<file path="src/design/rmth_pkg.sv">
// Package: shared widths, constants and control structs for the running median block.
`timescale 1ns / 1ps
`default_nettype none
package rmth_pkg;
	localparam int CAPACITY_DEF    = 1024;
	localparam int SAMPLE_BITS_DEF = 32;
	localparam int IN_W            = 32;
	localparam int MED_W           = 33;
	localparam int CNT_W           = 11;

	// Heap operations the controller asks of the datapath.
	typedef enum logic [2:0] {
		OP_NONE,
		OP_LOAD,      // capture sample
		OP_PUSH_UP,   // write tail of a heap, then sift up
		OP_REPLACE,   // write root of a heap, then sift down
		OP_STEP       // one sift step
	} dp_op_t;

	typedef struct packed {
		dp_op_t op;
		logic   heap_sel;   // 1: lower (max) heap, 0: upper (min) heap
		logic   use_other;  // value is the other heap's top rather than the sample
		logic   grow;       // size of heap_sel increases
	} dp_cmd_t;

	typedef struct packed {
		logic busy;       // sift in progress
		logic go_lower;   // sample belongs to lower half
		logic low_full;   // lower has one more than upper
		logic up_first;   // upper not empty and sample above upper top
		logic full;       // store at capacity
	} dp_stat_t;
endpackage
`default_nettype wire

</file>
<file path="src/design/rmth_ctrl.sv">
// Controller: sequences the heap operations for one item and strobes the load of the result register.
`timescale 1ns / 1ps
`default_nettype none
module rmth_ctrl (
	input  wire                clk,
	input  wire                arst_n,
	input  wire                in_valid,
	output logic               in_ready,
	output logic               out_valid,
	input  wire                out_ready,
	output logic               load_res,
	output logic               rej_q,
	output rmth_pkg::dp_cmd_t  cmd,
	input  rmth_pkg::dp_stat_t stat
);
	typedef enum logic [2:0] {ST_IDLE, ST_DECIDE, ST_OP1, ST_WAIT1, ST_OP2, ST_WAIT2, ST_DONE}
		state_t;
	state_t state_q;
	logic   two_q, hsel2_q, other2_q;
	rmth_pkg::dp_cmd_t cmd1_q;

	assign in_ready = (state_q == ST_IDLE) && !out_valid;
	assign load_res = (state_q == ST_DONE);

	always_comb begin
		cmd = '{op: rmth_pkg::OP_NONE, heap_sel: 1'b0, use_other: 1'b0, grow: 1'b0};
		unique case (state_q)
			ST_IDLE:  if (in_valid && in_ready) cmd.op = rmth_pkg::OP_LOAD;
			ST_OP1:   cmd = cmd1_q;
			ST_OP2:   cmd = '{op: rmth_pkg::OP_REPLACE, heap_sel: hsel2_q,
				use_other: other2_q, grow: 1'b0};
			default:  ;
		endcase
	end

	always_ff @(posedge clk or negedge arst_n) begin
		if (!arst_n) begin
			state_q   <= ST_IDLE;
			out_valid <= 1'b0;
			rej_q     <= 1'b0;
			two_q     <= 1'b0;
			hsel2_q   <= 1'b0;
			other2_q  <= 1'b0;
			cmd1_q    <= '{op: rmth_pkg::OP_NONE, heap_sel: 1'b0, use_other: 1'b0, grow: 1'b0};
		end else begin
			if (out_valid && out_ready) out_valid <= 1'b0;
			unique case (state_q)
				ST_IDLE: if (in_valid && in_ready) state_q <= ST_DECIDE;
				ST_DECIDE: begin
					rej_q <= stat.full;
					two_q <= 1'b0;
					if (stat.full) state_q <= ST_DONE;
					else begin
						state_q <= ST_OP1;
						if (stat.go_lower && stat.low_full) begin
							// lower top moves up, sample replaces it
							cmd1_q <= '{op: rmth_pkg::OP_PUSH_UP, heap_sel: 1'b0,
								use_other: 1'b1, grow: 1'b1};
							two_q <= 1'b1; hsel2_q <= 1'b1; other2_q <= 1'b0;
						end else if (stat.go_lower) begin
							cmd1_q <= '{op: rmth_pkg::OP_PUSH_UP, heap_sel: 1'b1,
								use_other: 1'b0, grow: 1'b1};
						end else if (!stat.low_full && stat.up_first) begin
							// upper top moves down, sample replaces it
							cmd1_q <= '{op: rmth_pkg::OP_PUSH_UP, heap_sel: 1'b1,
								use_other: 1'b1, grow: 1'b1};
							two_q <= 1'b1; hsel2_q <= 1'b0; other2_q <= 1'b0;
						end else if (!stat.low_full) begin
							cmd1_q <= '{op: rmth_pkg::OP_PUSH_UP, heap_sel: 1'b1,
								use_other: 1'b0, grow: 1'b1};
						end else begin
							cmd1_q <= '{op: rmth_pkg::OP_PUSH_UP, heap_sel: 1'b0,
								use_other: 1'b0, grow: 1'b1};
						end
					end
				end
				ST_OP1:   state_q <= ST_WAIT1;
				ST_WAIT1: if (!stat.busy) state_q <= two_q ? ST_OP2 : ST_DONE;
				ST_OP2:   state_q <= ST_WAIT2;
				ST_WAIT2: if (!stat.busy) state_q <= ST_DONE;
				ST_DONE: begin
					out_valid <= 1'b1;
					state_q   <= ST_IDLE;
				end
				default: state_q <= ST_IDLE;
			endcase
		end
	end
endmodule
`default_nettype wire

</file>
<file path="config.mk">
export PLATFORM = sky130hd
export DESIGN_NAME = rmth_ctrl
export DESIGN_NICKNAME = d
export VERILOG_FILES = /design/src/design/rmth_pkg.sv /design/src/design/rmth_ctrl.sv
export SDC_FILE = /design/constraint.sdc
export NUM_CORES = 1
export LEC_CHECK = 0
export BUFFER_PORTS_ARGS = -buffer_cell sky130_fd_sc_hd__buf_2
export CORE_AREA = 2 2 45 47
export DETAILED_ROUTE_END_ITERATION = 16
export DIE_AREA = 0 0 47 49
export GPL_ROUTABILITY_DRIVEN = 0
export PLACE_DENSITY = 0.55
export RECOVER_POWER = 25
export SLEW_MARGIN = 25
export SYNTH_ARGS = -nofsm -noshare
export SYNTH_HDL_FRONTEND = slang
export SYNTH_SLANG_ARGS = --single-unit
</file>
<file path="constraint.sdc">
create_clock -name clk -period 2.1 [get_ports clk]
set_input_delay 0.315 -clock clk [delete_from_list [all_inputs] [get_ports clk]]
set_output_delay 0.315 -clock clk [all_outputs]
set_load 0.01 [all_outputs]
</file>
## Yosys cells after proc, flatten, opt, wreduce, memory -nomap -nowiden

Index checks and enable logic that the tools add are counted.

- Output and inout bits: 10
- Flip-flop bits (word level): 14
- Input bits: 9
- Word-level logic and storage cells: 57

- Muxes and demuxes: 23
- Reductions and logical operators: 13
- Equality and inequality tests: 10
- Bitwise operators: 1

Operator list:

| cell | count |
|---|---|
| 3-bit 2-to-1 mux | 8 |
| 3-bit case mux with 6 select lines | 1 |
| 1-bit 2-to-1 mux | 11 |
| 3-bit == test, second input constant | 3 |
| 3-bit case mux with 3 select lines | 1 |
| 3-bit by 2-bit == test with 1-bit output, second input constant | 2 |
| 3-bit case mux with 2 select lines | 1 |
| 1-bit logical AND | 5 |
| 2-bit by 1-bit != test with 1-bit output, second input constant | 2 |
| 2-bit != test, second input constant | 2 |
| 4-bit AND reduction | 1 |
| 2-bit nonzero test | 2 |
| 3-bit by 1-bit == test with 1-bit output, second input constant | 1 |
| 3-bit zero test | 1 |
| 3-bit AND reduction | 1 |
| 1-bit zero test | 2 |
| 2-bit 2-to-1 mux | 1 |
| 2-bit AND reduction | 1 |
| 1-bit inverter | 1 |

## Depth between registers and ports, before layout

Gate-level depths: netlist of run 1.

- Depth in word-level cells: 6
- Depth in mapped cells: 4
- Gate-level depth less buffers: 3

## Least setup slack after synthesis of run 1

OpenSTA, ideal clock, no wires.

- Kind: flip-flop to output port
- Start point: register state_q[2]
- End point: output port cmd[2] (netlist bit)
- Data required time: 1785 ps
- Stages on the path, launching flop included: 5
- Arrival: 1072 ps
- Path slack: 713 ps
- Path buffers: 1
- Cell sequence: dfrtp_1 > clkbuf_1 > nor2b_1 > a22oi_1 > nor2_1

RTL lines:

| what | RTL line | RTL |
|---|---|---|
| start, declared | rmth_ctrl.sv:18 | `state_t state_q;` |
| start signal, assigned | rmth_ctrl.sv:78 | `ST_WAIT1: if (!stat.busy) state_q <= two_q ? ST_OP2 : ST_DONE;` |
| end, declared | rmth_ctrl.sv:13 | `output rmth_pkg::dp_cmd_t cmd,` |

==> results_dict.tcl, run 1 <==
set metrics [dict create \
    cts_buffer_depth 2 \
    die_area_mm2 0.00230 \
    ys_types 26 \
    ir_drop_mv 0.634 \
    worst_pin_slew_ps 552 \
    grt_pass1_vias 453 \
    r2r_slack_ps 590 \
    synth_top_area_share_pct 47.5 \
    synth_nets 67 \
    status "complete, no violations" \
    worstPathRequired_ps 1780 \
    dieHeight_um 49 \
    antennaDiodeCount 0 \
    grt_usage_pct 11.6 \
    slew_viol_final 0 \
    rsz0062_at_grt "no" \
    synth-seq-cells 10 \
    arrival_ps 1520 \
    slew_headroom_pct 63.2 \
    total_power_w 0.000894 \
    syn_area_um2 527 \
    syn_inst 58 \
    finalSetupTns_ps 0 \
    worstSetupPathType "register to output pin" \
    route.detailed.drc 0 \
    routed_via_density 4.63 \
    grt_max_degree 17 \
    wl_per_cell_um 11.0 \
    p_per_area_mw_per_mm2 1360 \
    clock.fmax_mhz 546 \
    yosysWarnings 0 \
    synthToLayoutAreaGrowth_pct 24.9 \
    firstDrtPassIters 3 \
    htreeDepth 1 \
    hold_viol 0 \
    cp-start-kind "register" \
    ios 19 \
    clkSinkCount 10 \
    drt_iter0_drc 6 \
    endpoint_kind "output pin" \
    path_clk_slew_ps 60 \
    clock_latency_ps 270 \
    drive_gt1_share_pct 29.3 \
    place_hpwl_um 825 \
    antenna_found_initial 0 \
    cts_tree "done" \
    setup_violations 0 \
    vias 472 \
    grt_pass1_wl_um 1900 \
    rows 16 \
    initial_core_util_pct 28.6 \
    p_leak_nw 0.334 \
    avgSynthCellArea_um2 9.08 \
    portBuffers 17 \
    post-route-min-period_ps 1830 \
    postRouteAntennaNets 0 \
    gr-total-overflow 0 \
    stdcell_area_um2 658 \
    fp.dieW_um 47 \
    seq_area_frac_synth_pct 47.5 \
    cts_resized 0 \
    place_area_um2 627 \
    yosysTopAreaCell "dfrtp_1" \
    finalClockSkew_ps 0.354 \
    root_buffer "clkbuf_4" \
    worstPathMaxFanout 16 \
    max-cap-violations 0 \
    fin_nets 86 \
    synthTopCellsByArea "dfrtp_1, nor2_1, a21o_1" \
    totalWireLength_um 1120 \
    post-route-period-util_pct 87.2 \
    cts_buffers 3 \
    hp-class "input pin to register" \
    core-area_mm2 0.00184 \
]
[kinds of logic (layout without fill, tap and decap cells)]
| logic type | Yosys count | after routing | share of synthesized area [%] |
|---|---|---|---|
| other cells | 1 | 1 | 0.712 |
| flops | 10 | 10 | 47.5 |
| buf+inv | 7 | 24 | 5.70 |
| simple gates | 24 | 24 | 25.4 |
| compound gates | 16 | 16 | 20.7 |
[worst paths after layout]
check | from | end | cells after the start
min in group asynchronous | arst_n | state_q[1] | 2
hold reg to reg | cmd1_q[2] | cmd1_q[2] | 2
max in group asynchronous | arst_n | hsel2_q | 2
setup / recovery | state_q[1] | cmd[2] | 4
hold / removal | out_ready | out_valid | 2
setup reg to reg | state_q[0] | hsel2_q | 3
[power breakdown]
part	switching, W	internal (W)
sequential	0.000133	0.000273
clock	0.0000679	0.0000665
combinational	0.000170	0.000183
[synthesized netlist by cell type]
library cell,instances
nor3_1,2
o211a_1,1
a22o_1,1
inv_1,3
a21oi_1,4
and3_1,2
conb_1,1
or4b_4,1
a221oi_1,1
nand4_1,1
a21oi_2,1
nor4_1,1
nor4b_1,1
buf_4,1
nor2b_1,2
nor3b_1,1
nand2_1,4
o21ai_0,2
a21o_1,3
or3b_2,1
dfrtp_1,10
nor2_1,7
nand2b_1,1
a22oi_1,1
o22ai_1,2
clkbuf_1,3
[through the flow]
step                instances  setup slack (ps)  util, %  hold WS [ps]
floorplan                  58               713        -          19.4
global placement           98               550     34.0           190
detailed placement         98               557     34.0           195
CTS                       102               262     35.8           222
global route              102               118     35.7           222
finish                    102               269     35.7           219
[critical path: stages, from the launching register on]
cell,delay (ps)
dfrtp_1,610
nor2b_1,280
a22oi_1,120
nor2_1,100
buf_2,140
[routing by layer]
layer	share of wire [%]	GRT usage (%)	vias up	wire length, um
li1	-	-	242	-
met3	2.6	3.33	5	29
met2	48	16.7	7	540
met5	0	0	-	0
met4	2.8	6.94	0	31
met1	46	15.0	218	521
[state kept, by name, summed over array words and instances (netlist names)]
signal,count
out_valid,1
cmd1_q,3
rej_q,1
two_q,1
state_q,3
hsel2_q,1
[cell type report]
class                   count  area [um2]
well taps                  27        33.8
multi-input cells          41         246
repair buffers             18        93.8
clock buffers               3        22.5
inverters                   3        11.3
flip-flops and latches     10         250
fillers                   221        1180
[placed cells by master, fill, tap and decap left out]
master	netlist	layout
a21o_1	3	3
a21oi_1	4	4
a21oi_2	1	1
a221oi_1	1	1
a22o_1	1	1
a22oi_1	1	1
and3_1	2	2
buf_2	0	16
clkbuf_1	3	1
clkbuf_4	0	3
conb_1	1	1
dfrtp_1	10	10
dlygate4sd3_1	0	1
inv_1	3	3
nand2_1	4	4
nand2b_1	1	1
nand4_1	1	1
nor2_1	7	7
nor2b_1	2	2
nor3_1	2	2
nor3b_1	1	1
nor4_1	1	1
nor4b_1	1	1
o211a_1	1	1
o21ai_0	2	2
o22ai_1	2	2
or3b_2	1	1
or4b_4	1	1
[repair_timing]
action,4_1_cts,5_1_grt
endpoints found under the hold margin,10,0
hold buffers,1,0
buffers inserted,0,0
No activity file was read; power rests on OpenSTA's default activity.
==> run 2: changes to the inputs <==
ABC_AREA = 1   (was unset)
CORE_AREA = 2 2 48 50   (was 2 2 45 47)
DIE_AREA = 0 0 50 52   (was 0 0 47 49)
PLACE_DENSITY = 0.53   (was 0.55)
clock period = 1.8 ns   (was 2.1 ns; I/O delays follow)
==> run 2 against run 1 <==
Effect of this change: via count increased by 13%; non-clock buffer count unchanged; highest routed layer unchanged; worst setup slack got worse by 140 ps; design area increased by 12%; largest power group is now combinational logic; cell count increased by 24%.
==> results_dict.tcl, run 2 <==
set metrics [dict create \
    total_power_w 0.00121 \
    post-route-min-period_ps 1670 \
    place_hpwl_um 1020 \
    synth_top_flop_cell "dfrtp_1" \
    max-cap-violations 0 \
    gr-total-overflow 0 \
    route.detailed.drc 0 \
    yosysWarnings 0 \
    postRouteAntennaNets 0 \
    status "complete, no violations" \
    hold_viol 0 \
    seq_area_um2 251 \
    ir_drop_mv 0.529 \
    clock.fmax_mhz 599 \
    seq_area_frac_synth_pct 42.1 \
    path_clk_slew_ps 70 \
    fp.dieW_um 50 \
    drive_gt1_share_pct 30.6 \
    totalWireLength_um 1280 \
    p_int_w 0.000636 \
    cts_tree "done" \
    avgSynthCellArea_um2 7.52 \
    power.switching_w 0.000574 \
    initial_core_util_pct 28.2 \
    p_leak_nw 0.415 \
    worstSetupPathType "register to output pin" \
    yosysTopAreaCell "dfrtp_1" \
    grt_max_degree 11 \
    routed_via_density 4.21 \
    rows 17 \
    slew_headroom_pct 62.7 \
    cts_buffer_depth 2 \
    slew_viol_final 0 \
    portBuffers 17 \
    power_frac_seq_pct 37.3 \
    worstPathRequired_ps 1530 \
    async_reset_ff_share_pct 100 \
    p_comb_share_pct 50.1 \
    synth_nets 88 \
    rsz0062_at_grt "no" \
    grt_pass1_vias 490 \
    syn_area_um2 594 \
    synthToLayoutAreaGrowth_pct 24.2 \
    finalSetupTns_ps 0 \
    drt_iter0_drc 2 \
    die_area_mm2 0.00260 \
    post-synth-top-count-cell "nand2_1" \
    htreeDepth 1 \
    clock_latency_ps 260 \
    grt_pass1_wl_um 2100 \
    ios 19 \
    synthTopCellsByCount "nand2_1, dfrtp_1, nand3_1, nor2_1, inv_1" \
    swShare_pct 47.5 \
    p_per_area_mw_per_mm2 1640 \
    num-fill-cells 227 \
    antenna_found_initial 0 \
    postCtsSetupBuffers 0 \
    core-area_mm2 0.00211 \
    finalClockSkew_ps 0.966 \
    root_buffer "clkbuf_4" \
    hp-class "input pin to register" \
    firstDrtPassIters 4 \
    layout_commonest_cell "nand2_1" \
    multiInputGateArea_um2 299 \
    synthTopCellsByArea "dfrtp_1, nand2_1, nand3_1" \
    post-route-period-util_pct 92.7 \
    vias 531 \
    syn_inst 79 \
    fin_nets 109 \
    endpoint_kind "output pin" \
    setup_violations 0 \
    antennaDiodeCount 0 \
    final_cell_mix "nand2_1, buf_2, nand3_1, dfrtp_1, nor2_1" \
    cts_buffers 3 \
    p_clk_share_pct 12.7 \
    synth-seq-cells 10 \
    cp-start-kind "register" \
    grt_usage_pct 11.4 \
    wl_per_cell_um 10.2 \
    worst_pin_slew_ps 559 \
    clkSinkCount 10 \
    synth_edf_count 0 \
    reg_top3 "cmd1_q (3), state_q (3)" \
    dieHeight_um 52 \
    ys_types 17 \
    arrival_ps 1400 \
    synth_top_area_share_pct 42.1 \
    worstPathMaxFanout 7 \
]
## run 2: changes by cell type after synthesis, sizes merged, moves of 3 or more
cell / change
nor2: +4
a21o: -3
a21oi: -4
nand3: +9
nand2: +25
o21ai: +3
clkbuf: -3
inv: +6
## run 2: layout make-up
type	instances	share of cell area, %
sequential	10	34.1
inverter	9	4.92
clock buffer	3	3.05
tap	28	4.75
multi-input combinational	58	40.5
timing repair buffer	18	12.7
## run 2: repair_timing
item | 4_1_cts | 5_1_grt
pin swaps | 0 | 0
cloned | 0 | 0
endpoints found under the setup margin | 2 | 4
resized for setup | 1 | 4
hold buffers | 1 | 0
hold endpoints to repair | 10 | 0
## run 2: metrics by stage
stage,hold slack (ps),area [um2],setup WS [ps],std cells,util (%)
2_1_floorplan,-25.6,594,410,79,-
3_3_place_gp,147,696,283,122,33.0
3_5_place_dp,149,696,269,122,33.0
4_1_cts,206,728,39.2,126,34.6
5_1_grt,203,738,24.7,126,35.1
6_report,209,738,131,126,35.1
## run 2: power groups by stage
stage          clock network (W)  logic (W)  registers [W]
4_1_cts                 0.000160   0.000612       0.000433
2_1_floorplan                  0   0.000482       0.000395
6_report                0.000153   0.000606       0.000451
3_3_place_gp                   0   0.000602       0.000429
5_1_grt                 0.000175   0.000695       0.000465
3_5_place_dp                   0   0.000608       0.000435
## run 2: cell families (layout without fill, tap and decap cells)
logic type | count (synthesis) | in the layout | synth area share [%]
AO/OA/AOI/OAI | 8 | 8 | 8.00
buffers and inverters | 11 | 30 | 8.84
flip-flops | 10 | 10 | 42.1
AND/OR/NAND/NOR | 49 | 49 | 40.4
other | 1 | 1 | 0.631
## run 2: layer usage
| layer | share of wire [%] | GRT usage [%] |
|---|---|---|
| met5 | 0 | 0 |
| met2 | 47 | 17.8 |
| met1 | 46 | 12.8 |
| met4 | 2.4 | 9.72 |
| met3 | 5.2 | 3.16 |
## run 2: worst paths after layout
kind | slack (ps) | endpoint | startpoint | cells after the start
max in group asynchronous | 890 | state_q[1] | arst_n | 2
worst min register to register | 470 | cmd1_q[0] | cmd1_q[0] | 2
worst max-delay path | 130 | cmd[4] | state_q[0] | 4
min in group asynchronous | 510 | state_q[2] | arst_n | 2
worst max register to register | 590 | cmd1_q[2] | state_q[0] | 7
worst min-delay path | 210 | out_valid | out_ready | 2
## run 2: critical path, cell delays in order (launching register included)
cell	delay [ps]
dfrtp_1	480
inv_2	160
nand3_1	170
o21ai_0	180
buf_2	150
==> run 3: changes to the inputs <==
CORE_AREA = 2 2 52 54   (was 2 2 48 50)
DIE_AREA = 0 0 54 56   (was 0 0 50 52)
PLACE_DENSITY = 0.5   (was 0.53)
TNS_END_PERCENT = 10   (was unset)
==> run 3 against run 2 <==
Effect of this change: count of clock-buffer cells in the layout up 1; clock skew grew 0.83 ps; clock power up 32%; sequential power decreased by 10%; combinational power is 5.9% higher; global-route usage is 2.1 points lower; register-to-register slack better by 30 ps; die area increased by 16%; first-iteration DRC count rose to 4.5 times the previous value; power rose by 3.3%; critical endpoint is now cmd[3].
==> results_dict.tcl, run 3 (synthesis results as in run 2) <==
set metrics [dict create \
    hp-class "input pin to register" \
    reg2reg_from "state_q[1]" \
    finalClockSkew_ps 1.80 \
    drive_gt1_share_pct 31.0 \
    ios 19 \
    max-cap-violations 0 \
    rows 18 \
    worst_pin_slew_ps 564 \
    gr-total-overflow 0 \
    place_hpwl_um 1010 \
    antennaDiodeCount 0 \
    ir_drop_mv 0.522 \
    die_area_mm2 0.00302 \
    htreeDepth 1 \
    hold_depth 2 \
    cts_tree "done" \
    clock.fmax_mhz 610 \
    instances_no_fill 130 \
    totalWireLength_um 1250 \
    p_int_w 0.000687 \
    antenna_found_initial 0 \
    hp-start "out_ready" \
    power_frac_seq_pct 32.5 \
    dieHeight_um 56 \
    reg_top3 "cmd1_q (3), state_q (3)" \
    p_leak_nw 0.427 \
    clock_latency_ps 260 \
    setup_violations 0 \
    fin_nets 110 \
    status "complete, no violations" \
    whs_endpoint "out_valid" \
    grt_pass1_wl_um 2050 \
    synthToLayoutAreaGrowth_pct 26.7 \
    p_comb_share_pct 51.4 \
    placed_cells 125 \
    finalSetupTns_ps 0 \
    initial_core_util_pct 24.4 \
    worstPathRequired_ps 1530 \
    worstPathMaxFanout 7 \
    rsz0062_at_grt "no" \
    endpoint_kind "output pin" \
    cts_buffers 3 \
    layout_commonest_cell "nand2_1" \
    clkSinkCount 10 \
    r2r_slack_ps 620 \
    rr_worst_depth 7 \
    root_buffer "clkbuf_4" \
    cp-start-kind "register" \
    drt_iter0_drc 9 \
    vias 533 \
    fp.dieW_um 54 \
    core-area_mm2 0.00243 \
    routed_via_density 4.10 \
    route.detailed.drc 0 \
    post-route-period-util_pct 91.0 \
    grt_max_degree 11 \
    arrival_ps 1370 \
    power.switching_w 0.000563 \
    portBuffers 17 \
    firstDrtPassIters 4 \
    postRouteAntennaNets 0 \
    r2r_end "hsel2_q" \
    hold_viol 0 \
    p_clk_share_pct 16.1 \
    swShare_pct 45.0 \
    final_cell_mix "nand2_1, buf_2, dfrtp_1" \
    post-route-min-period_ps 1640 \
    path_clk_slew_ps 70 \
    num-fill-cells 268 \
    slew_viol_final 0 \
    wl_per_cell_um 9.58 \
    slew_headroom_pct 62.4 \
    grt_usage_pct 9.30 \
    worstSetupPathType "register to output pin" \
    cts_buffer_depth 2 \
    p_per_area_mw_per_mm2 1660 \
    grt_pass1_vias 470 \
]
run 3: power groups by stage:
stage	registers, W	logic (W)	clock network, W
3_3_place_gp	0.000404	0.000642	0
2_1_floorplan	0.000395	0.000482	0
3_5_place_dp	0.000405	0.000645	0
6_report	0.000406	0.000642	0.000202
4_1_cts	0.000402	0.000649	0.000215
5_1_grt	0.000421	0.000729	0.000227
run 3: worst max path at each step:
stage / startpoint / end / slack [ps] / cells after the start
5_1_grt: state_q[0] / cmd[3] / 40 / 6
3_5_place_dp: state_q[2] / cmd[2] / 340 / 4
2_1_floorplan: state_q[1] / cmd[3] / 410 / 6
4_1_cts: state_q[2] / cmd[2] / 30 / 4
6_report: state_q[0] / cmd[3] / 160 / 6
3_3_place_gp: state_q[2] / cmd[2] / 330 / 4
run 3: timing repair:
| item | in CTS | in global routing |
|---|---|---|
| hold buffers | 1 | 0 |
| endpoints found under the hold margin | 10 | 0 |
| resized for setup | 0 | 2 |
| setup buffers | 0 | 0 |
| setup endpoints to repair | 0 | 4 |
run 3: area by class of cell:
type                            instances  area, um2  share of cell area [%]
Multi-Input combinational cell         58        294                    39.0
Sequential cell                        10        250                    33.2
Tap cell                               30       37.5                    4.98
Timing Repair Buffer                   19        101                    13.5
Inverter                                9       33.8                    4.49
Clock buffer                            4       36.3                    4.82
run 3: per-stage QoR:
stage                     instance area (um2)  setup WS, ps  power (W)  utilization, %  hold WS, ps
after floorplan                           594           410   0.000877               -        -25.6
after global placement                    706           328    0.00105            29.0          151
after detailed placement                  706           336    0.00105            29.0          152
after CTS                                 752          33.8    0.00126            30.9          188
after global routing                      753          39.4    0.00138            31.0          193
final                                     753           162    0.00125            31.0          201
run 3: metal layers:
layer	up-vias	wire [um]	track usage [%]	share of wire, %
li1	289	-	-	-
met1	224	587	12.5	47
met2	18	563	12.9	45
met3	2	78	2.69	6.3
met4	0	17	5.36	1.4
met5	-	0	0	0
run 3: worst max-delay path, stage by stage, from the launching register on:
cell	delay, ps
dfrtp_1	460
nor2_2	200
nand2_1	90
nor2_1	130
nand2_1	60
nand2_1	50
buf_2	120
